===== src/sv/iokvt_pkg.sv =====
// Package: shared constants, payload structs and cell control types for the ordered table.
`timescale 1ns / 1ps
package iokvt_pkg;

    localparam int CAPACITY = 16;
    localparam int KEY_W    = 32;
    localparam int VAL_W    = 32;
    localparam int CNT_W    = 5;

    typedef enum logic [1:0] {
        CMD_PUT    = 2'd0,
        CMD_GET    = 2'd1,
        CMD_REMOVE = 2'd2,
        CMD_LIST   = 2'd3
    } t_cmd;

    typedef struct packed {
        logic [1:0]              command;
        logic [KEY_W-1:0]        key;
        logic signed [VAL_W-1:0] value;
    } t_in_item;

    typedef struct packed {
        logic [KEY_W-1:0]        key_out;
        logic signed [VAL_W-1:0] value_out;
        logic                    found;
        logic                    rejected;
        logic [CNT_W-1:0]        entry_count;
        logic                    last;
    } t_out_item;

    // Operation broadcast to every cell of the chain
    typedef enum logic [2:0] {
        OP_HOLD,
        OP_COMPARE,
        OP_WRITE,
        OP_INSERT,
        OP_REMOVE,
        OP_ROTATE
    } t_cell_op;

    typedef struct packed {
        t_cell_op                op;
        logic [KEY_W-1:0]        key;
        logic signed [VAL_W-1:0] value;
    } t_cell_ctl;

    // Contents that one cell hands to its neighbor
    typedef struct packed {
        logic                    valid;
        logic [KEY_W-1:0]        key;
        logic signed [VAL_W-1:0] value;
    } t_cell_data;

endpackage


===== src/sv/iokvt_cell.sv =====
// One table cell: holds an entry, compares keys and shifts or rotates with its neighbors.
`timescale 1ns / 1ps
module iokvt_cell (
    input  logic                  i_clk,
    input  logic                  i_rst_n,
    input  iokvt_pkg::t_cell_ctl  i_ctl,
    input  iokvt_pkg::t_cell_data i_next,
    input  iokvt_pkg::t_cell_data i_head,
    input  logic                  i_prev_valid,
    input  logic                  i_kill,
    output iokvt_pkg::t_cell_data o_data,
    output logic                  o_match,
    output logic                  o_kill
);
    import iokvt_pkg::*;

    logic                    r_valid;
    logic [KEY_W-1:0]        r_key;
    logic signed [VAL_W-1:0] r_value;
    logic                    r_match;

    // Control state: valid mark and compare result
    always_ff @(posedge i_clk) begin
        if (!i_rst_n) begin
            r_valid <= 1'b0;
            r_match <= 1'b0;
        end else begin
            case (i_ctl.op)
                OP_COMPARE: r_match <= r_valid && (r_key == i_ctl.key);
                OP_INSERT: begin
                    if (!r_valid && i_prev_valid) begin
                        r_valid <= 1'b1;
                    end
                end
                OP_REMOVE: begin
                    if (i_kill || r_match) begin
                        r_valid <= i_next.valid;
                    end
                end
                default: ;
            endcase
        end
    end

    // Payload: overwrite, append, close the gap, or rotate toward the head
    always_ff @(posedge i_clk) begin
        case (i_ctl.op)
            OP_WRITE: begin
                if (r_match) begin
                    r_value <= i_ctl.value;
                end
            end
            OP_INSERT: begin
                if (!r_valid && i_prev_valid) begin
                    r_key   <= i_ctl.key;
                    r_value <= i_ctl.value;
                end
            end
            OP_REMOVE: begin
                if (i_kill || r_match) begin
                    r_key   <= i_next.key;
                    r_value <= i_next.value;
                end
            end
            OP_ROTATE: begin
                if (r_valid) begin
                    if (i_next.valid) begin
                        r_key   <= i_next.key;
                        r_value <= i_next.value;
                    end else begin
                        r_key   <= i_head.key;
                        r_value <= i_head.value;
                    end
                end
            end
            default: ;
        endcase
    end

    assign o_data  = '{valid: r_valid, key: r_key, value: r_value};
    assign o_match = r_match;
    assign o_kill  = i_kill || r_match;

endmodule


===== src/sv/insertion_ordered_key_value_table_core.sv =====
// Top level: command sequencer, output register and the chain of table cells.
`timescale 1ns / 1ps
// Insertion-ordered key-value table with 16 entries.
// Input channel (i_in_valid / o_in_stall / i_in_item) carries put, get,
// remove and list commands; output channel (o_out_valid / i_out_stall /
// o_out_item) returns results. A transfer happens when valid is high and
// stall is low.
// Entries sit in a row of cells in insertion order, oldest in cell 0.
// Put, get and remove run in two steps: the parallel key compare in
// every cell, then the update and the load of the output register. Each
// gives one result with last set; the next command is taken in the cycle
// that result is loaded. Remove closes the gap by shifting later cells
// down one place.
// List rotates the cell row one place per cycle while the output register
// is free and emits the head entry, one result per stored key (one empty
// result if the table is empty); the next command is taken once the
// sequencer is back in idle after the last result; the row ends in its
// original order. Reset clears all valid marks and the entry count.
// When the receiver stalls, the result waits in the output register and
// the sequencer stalls the next step until the register frees up; one new
// command may still be taken while a result waits.
module insertion_ordered_key_value_table_core (
    input  logic                 i_clk,
    input  logic                 i_rst_n,
    input  logic                 i_in_valid,
    output logic                 o_in_stall,
    input  iokvt_pkg::t_in_item  i_in_item,
    output logic                 o_out_valid,
    input  logic                 i_out_stall,
    output iokvt_pkg::t_out_item o_out_item
);
    import iokvt_pkg::*;

    typedef enum logic [1:0] {
        S_IDLE,
        S_LOOKUP,
        S_EXEC,
        S_LIST
    } t_state;

    t_state                  r_state;
    t_cmd                    r_cmd;
    logic [KEY_W-1:0]        r_key;
    logic signed [VAL_W-1:0] r_value;
    logic [CNT_W-1:0]        r_count;
    logic [CNT_W-1:0]        r_left;
    logic                    r_out_valid;
    t_out_item               r_out;

    t_state                  n_state;
    logic [CNT_W-1:0]        n_count;
    logic [CNT_W-1:0]        n_left;
    logic                    n_out_valid;
    t_out_item               n_out;

    t_cell_ctl               w_ctl;
    t_cell_data              w_data [CAPACITY+1];
    logic                    w_kill [CAPACITY+1];
    logic [CAPACITY-1:0]     w_match;
    logic [CAPACITY-1:0]     w_valid_vec;
    logic                    w_found;
    logic signed [VAL_W-1:0] w_hit_value;
    logic                    w_out_free;
    logic                    w_in_fire;
    logic                    w_full;
    logic                    w_put_new;
    logic                    w_rm_hit;

    assign w_out_free = !r_out_valid || !i_out_stall;
    assign w_full     = (r_count >= CNT_W'(CAPACITY));
    assign o_in_stall = !((r_state == S_IDLE) || ((r_state == S_EXEC) && w_out_free));
    assign w_in_fire  = i_in_valid && !o_in_stall;
    assign w_put_new  = (r_cmd == CMD_PUT) && !w_found && !w_full;
    assign w_rm_hit   = (r_cmd == CMD_REMOVE) && w_found;

    // Cell row: head in cell 0, an empty entry past the tail
    assign w_data[CAPACITY] = '0;
    assign w_kill[0]        = 1'b0;

    genvar g;
    generate
        for (g = 0; g < CAPACITY; g++) begin : g_cell
            logic w_prev_valid;
            if (g == 0) begin : g_first
                assign w_prev_valid = 1'b1;
            end else begin : g_rest
                assign w_prev_valid = w_data[g-1].valid;
            end
            iokvt_cell u_cell (
                .i_clk        (i_clk),
                .i_rst_n      (i_rst_n),
                .i_ctl        (w_ctl),
                .i_next       (w_data[g+1]),
                .i_head       (w_data[0]),
                .i_prev_valid (w_prev_valid),
                .i_kill       (w_kill[g]),
                .o_data       (w_data[g]),
                .o_match      (w_match[g]),
                .o_kill       (w_kill[g+1])
            );
            assign w_valid_vec[g] = w_data[g].valid;
        end
    endgenerate

    // Select the value of the matching cell
    always_comb begin
        w_hit_value = '0;
        for (int i = 0; i < CAPACITY; i++) begin
            if (w_match[i]) begin
                w_hit_value = w_hit_value | w_data[i].value;
            end
        end
    end
    assign w_found = |w_match;

    // Drive the operation for all cells
    always_comb begin
        w_ctl = '{op: OP_HOLD, key: r_key, value: r_value};
        case (r_state)
            S_LOOKUP: w_ctl.op = OP_COMPARE;
            S_EXEC: begin
                if (w_out_free) begin
                    if (r_cmd == CMD_PUT) begin
                        if (w_found) begin
                            w_ctl.op = OP_WRITE;
                        end else if (!w_full) begin
                            w_ctl.op = OP_INSERT;
                        end
                    end else if ((r_cmd == CMD_REMOVE) && w_found) begin
                        w_ctl.op = OP_REMOVE;
                    end
                end
            end
            S_LIST: begin
                if (w_out_free && (r_left != '0)) begin
                    w_ctl.op = OP_ROTATE;
                end
            end
            default: ;
        endcase
    end

    // Sequencer next state and output register contents
    always_comb begin
        n_state     = r_state;
        n_count     = r_count;
        n_left      = r_left;
        n_out_valid = r_out_valid && i_out_stall;
        n_out       = r_out;
        case (r_state)
            S_IDLE: ;
            S_LOOKUP: n_state = S_EXEC;
            S_EXEC: begin
                if (w_out_free) begin
                    if (w_put_new) begin
                        n_count = r_count + 1'b1;
                    end else if (w_rm_hit) begin
                        n_count = r_count - 1'b1;
                    end
                    n_out_valid       = 1'b1;
                    n_out.key_out     = r_key;
                    n_out.value_out   = ((r_cmd == CMD_GET) && w_found) ? w_hit_value : '0;
                    n_out.found       = w_found;
                    n_out.rejected    = (r_cmd == CMD_PUT) && !w_found && w_full;
                    n_out.entry_count = n_count;
                    n_out.last        = 1'b1;
                    n_state           = S_IDLE;
                end
            end
            S_LIST: begin
                if (w_out_free) begin
                    n_out_valid       = 1'b1;
                    n_out.rejected    = 1'b0;
                    n_out.entry_count = r_count;
                    if (r_left == '0) begin
                        n_out.key_out   = '0;
                        n_out.value_out = '0;
                        n_out.found     = 1'b0;
                        n_out.last      = 1'b1;
                        n_state         = S_IDLE;
                    end else begin
                        n_out.key_out   = w_data[0].key;
                        n_out.value_out = w_data[0].value;
                        n_out.found     = 1'b1;
                        n_out.last      = (r_left == CNT_W'(1));
                        n_left          = r_left - 1'b1;
                        if (r_left == CNT_W'(1)) begin
                            n_state = S_IDLE;
                        end
                    end
                end
            end
            default: n_state = S_IDLE;
        endcase
        // Take a new command
        if (w_in_fire) begin
            if (t_cmd'(i_in_item.command) == CMD_LIST) begin
                n_state = S_LIST;
                n_left  = n_count;
            end else begin
                n_state = S_LOOKUP;
            end
        end
    end

    // Sequencer and output register
    always_ff @(posedge i_clk) begin
        if (!i_rst_n) begin
            r_state     <= S_IDLE;
            r_count     <= '0;
            r_left      <= '0;
            r_out_valid <= 1'b0;
            r_out       <= '0;
        end else begin
            r_state     <= n_state;
            r_count     <= n_count;
            r_left      <= n_left;
            r_out_valid <= n_out_valid;
            r_out       <= n_out;
        end
    end

    // Hold the accepted command
    always_ff @(posedge i_clk) begin
        if (w_in_fire) begin
            r_cmd   <= t_cmd'(i_in_item.command);
            r_key   <= i_in_item.key;
            r_value <= i_in_item.value;
        end
    end

    assign o_out_valid = r_out_valid;
    assign o_out_item  = r_out;

    // Entry count never exceeds the capacity
    a_count_range: assert property (@(posedge i_clk) disable iff (!i_rst_n)
        r_count <= CNT_W'(CAPACITY))
        else $error("entry count above capacity");

    // Entry count tracks the number of occupied cells
    a_count_cells: assert property (@(posedge i_clk) disable iff (!i_rst_n)
        $countones(w_valid_vec) == int'(r_count))
        else $error("entry count differs from occupied cells");

    // Occupied cells form a gap-free run from the head
    a_packed: assert property (@(posedge i_clk) disable iff (!i_rst_n)
        (w_valid_vec & (w_valid_vec + 1'b1)) == '0)
        else $error("gap in occupied cells");

    // Keys are unique, so at most one cell matches
    a_unique: assert property (@(posedge i_clk) disable iff (!i_rst_n)
        $onehot0(w_match))
        else $error("more than one cell matched");

    // List never emits more entries than are stored
    a_list_left: assert property (@(posedge i_clk) disable iff (!i_rst_n)
        (r_state == S_LIST) |-> (r_left <= r_count))
        else $error("list remainder above entry count");

endmodule

===== config.mk =====
export PLATFORM = sky130hd
export DESIGN_NAME = insertion_ordered_key_value_table_core
export DESIGN_NICKNAME = d
export VERILOG_FILES = /design/src/sv/iokvt_pkg.sv /design/src/sv/iokvt_cell.sv /design/src/sv/insertion_ordered_key_value_table_core.sv
export SDC_FILE = /design/constraint.sdc
export NUM_CORES = 2
export LEC_CHECK = 0
export BUFFER_PORTS_ARGS = -buffer_cell sky130_fd_sc_hd__buf_2
export CELL_PAD_IN_SITES_DETAIL_PLACEMENT = 2
export CELL_PAD_IN_SITES_GLOBAL_PLACEMENT = 2
export CORE_AREA = 2 2 357 359
export CTS_BUF_LIST = sky130_fd_sc_hd__clkbuf_8
export CTS_CLUSTER_SIZE = 8
export DETAILED_ROUTE_END_ITERATION = 10
export DIE_AREA = 0 0 359 361
export PLACE_DENSITY_LB_ADDON = 0.05
export SYNTH_ARGS = -nofsm -noshare
export SYNTH_HDL_FRONTEND = slang
export SYNTH_SLANG_ARGS = --single-unit

===== constraint.sdc =====
create_clock -name i_clk -period 16.81 [get_ports i_clk]
set_input_delay 2.5215 -clock i_clk [delete_from_list [all_inputs] [get_ports i_clk]]
set_output_delay 2.5215 -clock i_clk [all_outputs]
set_load 0.005 [all_outputs]

==> results by group <==
Status
  – Status: finished, final reports clean

Synth
  – Multiplexer fraction of the synthesized cell area: 0.1212%
  – Fraction of synthesis flops using an asynchronous set or reset pin: 0%
  – Share of synthesized area occupied by flip-flops and latches: 58.56%
  – Dominant combinational cell family by area after synthesis: compound AO/OA/AOI/OAI gates
  – Post-synthesis xor/xnor area fraction: 7.546%
  – Total number of yosys warnings: 0
  – Count of unique library cells instantiated by Yosys: 61
  – Share of synthesized cell area in and, or, nand and nor gates: 12.21%
  – Synth Cell Area: 59890 um2
  – Synthesized area divided by synthesized cell count: 11.04 um2
  – Post-synthesis instance total: 5425
  – Register bit total from synthesis: 1207
  – EDFF count, synth: 1090
  – Synth Area in Adders: 0.08356%
  – Dominant register cell in the synthesized netlist: edfxtp_1
  – Net count after synthesis: 5499
  – Synth Area in Compound Gates: 17.91%

Worst setup path
  – Worst-case register-to-register setup slack: 11.79 ns
  – Crit-path cells: buf_2 > nand2_1 > and3_4 > buf_4 > a21oi_4 > buf_4 > nand2_1 > o211ai_1
  – Crit path capture type: register
  – CP Class: in -> reg
  – Arrival time at the worst endpoint: 6.61 ns
  – Critical path startpoint category: input pin
  – Critical-path maximum fanout: 46
  – Longest individual stage delay on the worst path: 0.99 ns
  – Slowest stage cell on the critical path: and3_4
  – Required time reported for the critical path endpoint: 17.44 ns

Floorplanning
  – Die span in x: 359 um
  – Initial core utilization: 47.76%
  – Die outline height: 361 um
  – FP Rows: 130
  – Total Die Area: 129600 um2
  – Standard cell core area: 125400 um2
  – Number of placed I/O pins: 144

Routing
  – Number of nets still failing antenna checks after routing: 0
  – Final routed wire length divided by cell count: 42.24 um
  – Number of remaining DRC errors: 0
  – Number of DRC markers after the initial detailed-route iteration: 7106
  – Post-DR vias/cell: 7.323
  – Drt total wl: 304.1 mm
  – Number of iterations in the first detailed-routing pass: 8
  – Routed vias: 52710

Power and ir drop
  – Total power of the final layout: 6.801 mW
  – Maximum resistive drop on vdd: 0.00008757 V
  – Power density relative to cell area: 102.7 nW/um2
  – Leakage: 20.53 nW

Layout
  – Most frequent standard cell in the layout excluding fill and tap cells: nand2_1
  – Commonest cells after routing, fill and taps aside: nand2_1, edfxtp_1, o211ai_1, xnor2_1, clkbuf_8
  – Area growth syn-to-layout: 10.55%
  – Total Nets Final: 5427
  – Fill cell instance count of the final layout: 12310
  – Fraction of final layout cells with drive strength greater than 1: 11.98%

CTS
  – Hold_buf cts: 0
  – TritonCTS Sinks: 1207
  – Clock buffer count from CTS: 209
  – Clock transition at path regs: 0.06 ns
  – Cells resized by post-CTS repair: 0
  – Worst-case clock buffer depth: 3
  – Skew-Pair Late Insertion Delay: 0.99 ns
  – CTS tree: done
  – Post-CTS setup buffer count: 0
  – Root buffer cell: clkbuf_8
  – H-tree Lvls: 4

Timing
  – Transition time at the pin with the least slew margin: 1.451 ns
  – Share of the clock period used by the worst path: 35.60%
  – Setup tns final: 0 ns
  – Worst slew margin relative to its limit: 2.591%
  – Min cycle time layout: 5.984 ns
  – Max-slew violation count: 0
  – Max frequency: 167.1 MHz
  – Setup violation total in the final timing report: 0
  – Final Hold Vio Count: 0
  – Setup repair after global routing missed its margin: no
  – Worst Clk Skew: 0.06686 ns

Global route
  – Via count of the first global-routing pass: 55150
  – Wire length of the first global-routing pass: 425.8 mm
  – Pin count of the biggest net entering global routing: 65
  – Overall overflow remaining after global route: 0
  – Number of antenna violations at the first check in global routing: 22
  – Overall track demand over capacity in global routing: 46.36%

Job
  – Max capacitance violation total: 0

Placed design
  – Global placement routability congestion: 1.004
  – Port bufs: 143
  – Post-DP HPWL: 177.7 mm

Hold path
  – Min-Delay Path Class: reg -> reg
[path summary, 6_finish.rpt]
kind / from / endpoint / cells past startpoint
worst max register to register: r_state[1] / g_cell[1].u_cell.r_key[2] / 7
worst min register to register: o_out_item[37] / o_out_item[37] / 2
worst min-delay path: o_out_item[37] / o_out_item[37] / 2
worst max-delay path: i_out_stall / g_cell[1].u_cell.r_key[2] / 8
[through the flow]
stage          setup slack [ns]  hold WS (ns)  std cells  util [%]  area, um2
2_1_floorplan             7.509        0.4776       5425         -      59890
3_3_place_gp              10.07        0.4668       6790     49.45      62020
3_5_place_dp              10.06        0.4991       6790     49.45      62020
4_1_cts                   10.98        0.5207       7184     52.72      66120
5_1_grt                   10.87        0.5343       7187     52.78      66180
6_report                  10.83        0.5180       7198     52.80      66210
[critical path: cells and delay by family]
kind	cells	cell delay (ns)
AND/OR/NAND/NOR	3	2.29
buffers and inverters	3	1.32
AO/OA/AOI/OAI	2	0.27
[cell type report]
class | instances | area (um2) | area share [%]
diodes | 12 | 30.03 | 0.04535
repair buffers | 273 | 1699 | 2.566
well taps | 1650 | 2064 | 3.118
clock inverters | 148 | 713.2 | 1.077
multi-input cells | 3654 | 23140 | 34.95
inverters | 8 | 32.53 | 0.04913
flip-flops and latches | 1207 | 35150 | 53.08
clock buffers | 246 | 3386 | 5.113
[per-layer routing]
layer  vias to the layer above  share of wire, %  GRT usage [%]
met1                     26820                34          53.67
met4                        14                11          41.54
met5                         -             0.030              0
li1                      20420                 -              -
met3                      1408                11          11.61
met2                      4052                45          71.58
[report_power, final]
part	leakage [nW]	internal [mW]	switching (mW)
logic	7.23	0.169	0.438
clock network	2.43	1.37	1.36
registers	10.9	3.39	0.0714
total	20.5	4.93	1.87
[synthesized netlist by cell type, drive strengths merged, types with 4 or more instances]
cell | instances | area (um2)
a21oi | 88 | 451.7
a221oi | 162 | 1419
a22o | 139 | 1217
a31oi | 11 | 68.82
and2 | 11 | 68.82
buf | 64 | 257.8
clkbuf | 492 | 1848
dfxtp | 117 | 2342
edfxtp | 1090 | 32730
ha | 4 | 50.05
inv | 8 | 30.03
mux2i | 5 | 50.05
nand2 | 1257 | 4718
nand2b | 9 | 56.30
nand3 | 22 | 110.1
nand4 | 138 | 863.3
nor2 | 72 | 270.3
nor2b | 13 | 81.33
nor3 | 47 | 235.2
nor3b | 33 | 247.7
nor4 | 70 | 437.9
o211ai | 902 | 6771
o21ai | 68 | 340.3
o22ai | 12 | 75.07
o311a | 8 | 80.08
o31ai | 6 | 45.04
or2 | 4 | 25.02
or3 | 6 | 37.54
or4 | 9 | 67.56
xnor2 | 291 | 2549
xor2 | 225 | 1971
[cells by family (layout without fill, tap and decap cells)]
family / after synthesis / after routing
AND/OR/NAND/NOR: 1702 / 1702
XOR/XNOR: 516 / 516
flip-flops: 1207 / 1207
buffers and inverters: 564 / 675
AO/OA/AOI/OAI: 1425 / 1425
adder cells (fa/ha/maj): 4 / 4
other: 0 / 12
multiplexers: 7 / 7
[registers in the layout (all words and copies together) (netlist names)]
| signal | count |
|---|---|
| r_left | 5 |
| o_out_item | 72 |
| o_out_valid | 1 |
| r_cmd | 2 |
| r_key | 32 |
| g_cell.u_cell.o_match | 16 |
| r_state | 2 |
| g_cell.u_cell.r_value | 512 |
| g_cell.u_cell.r_key | 512 |
| r_value | 32 |
| r_count | 5 |
| g_cell.u_cell.r_valid | 16 |
No activity file was read; power rests on OpenSTA's default activity.
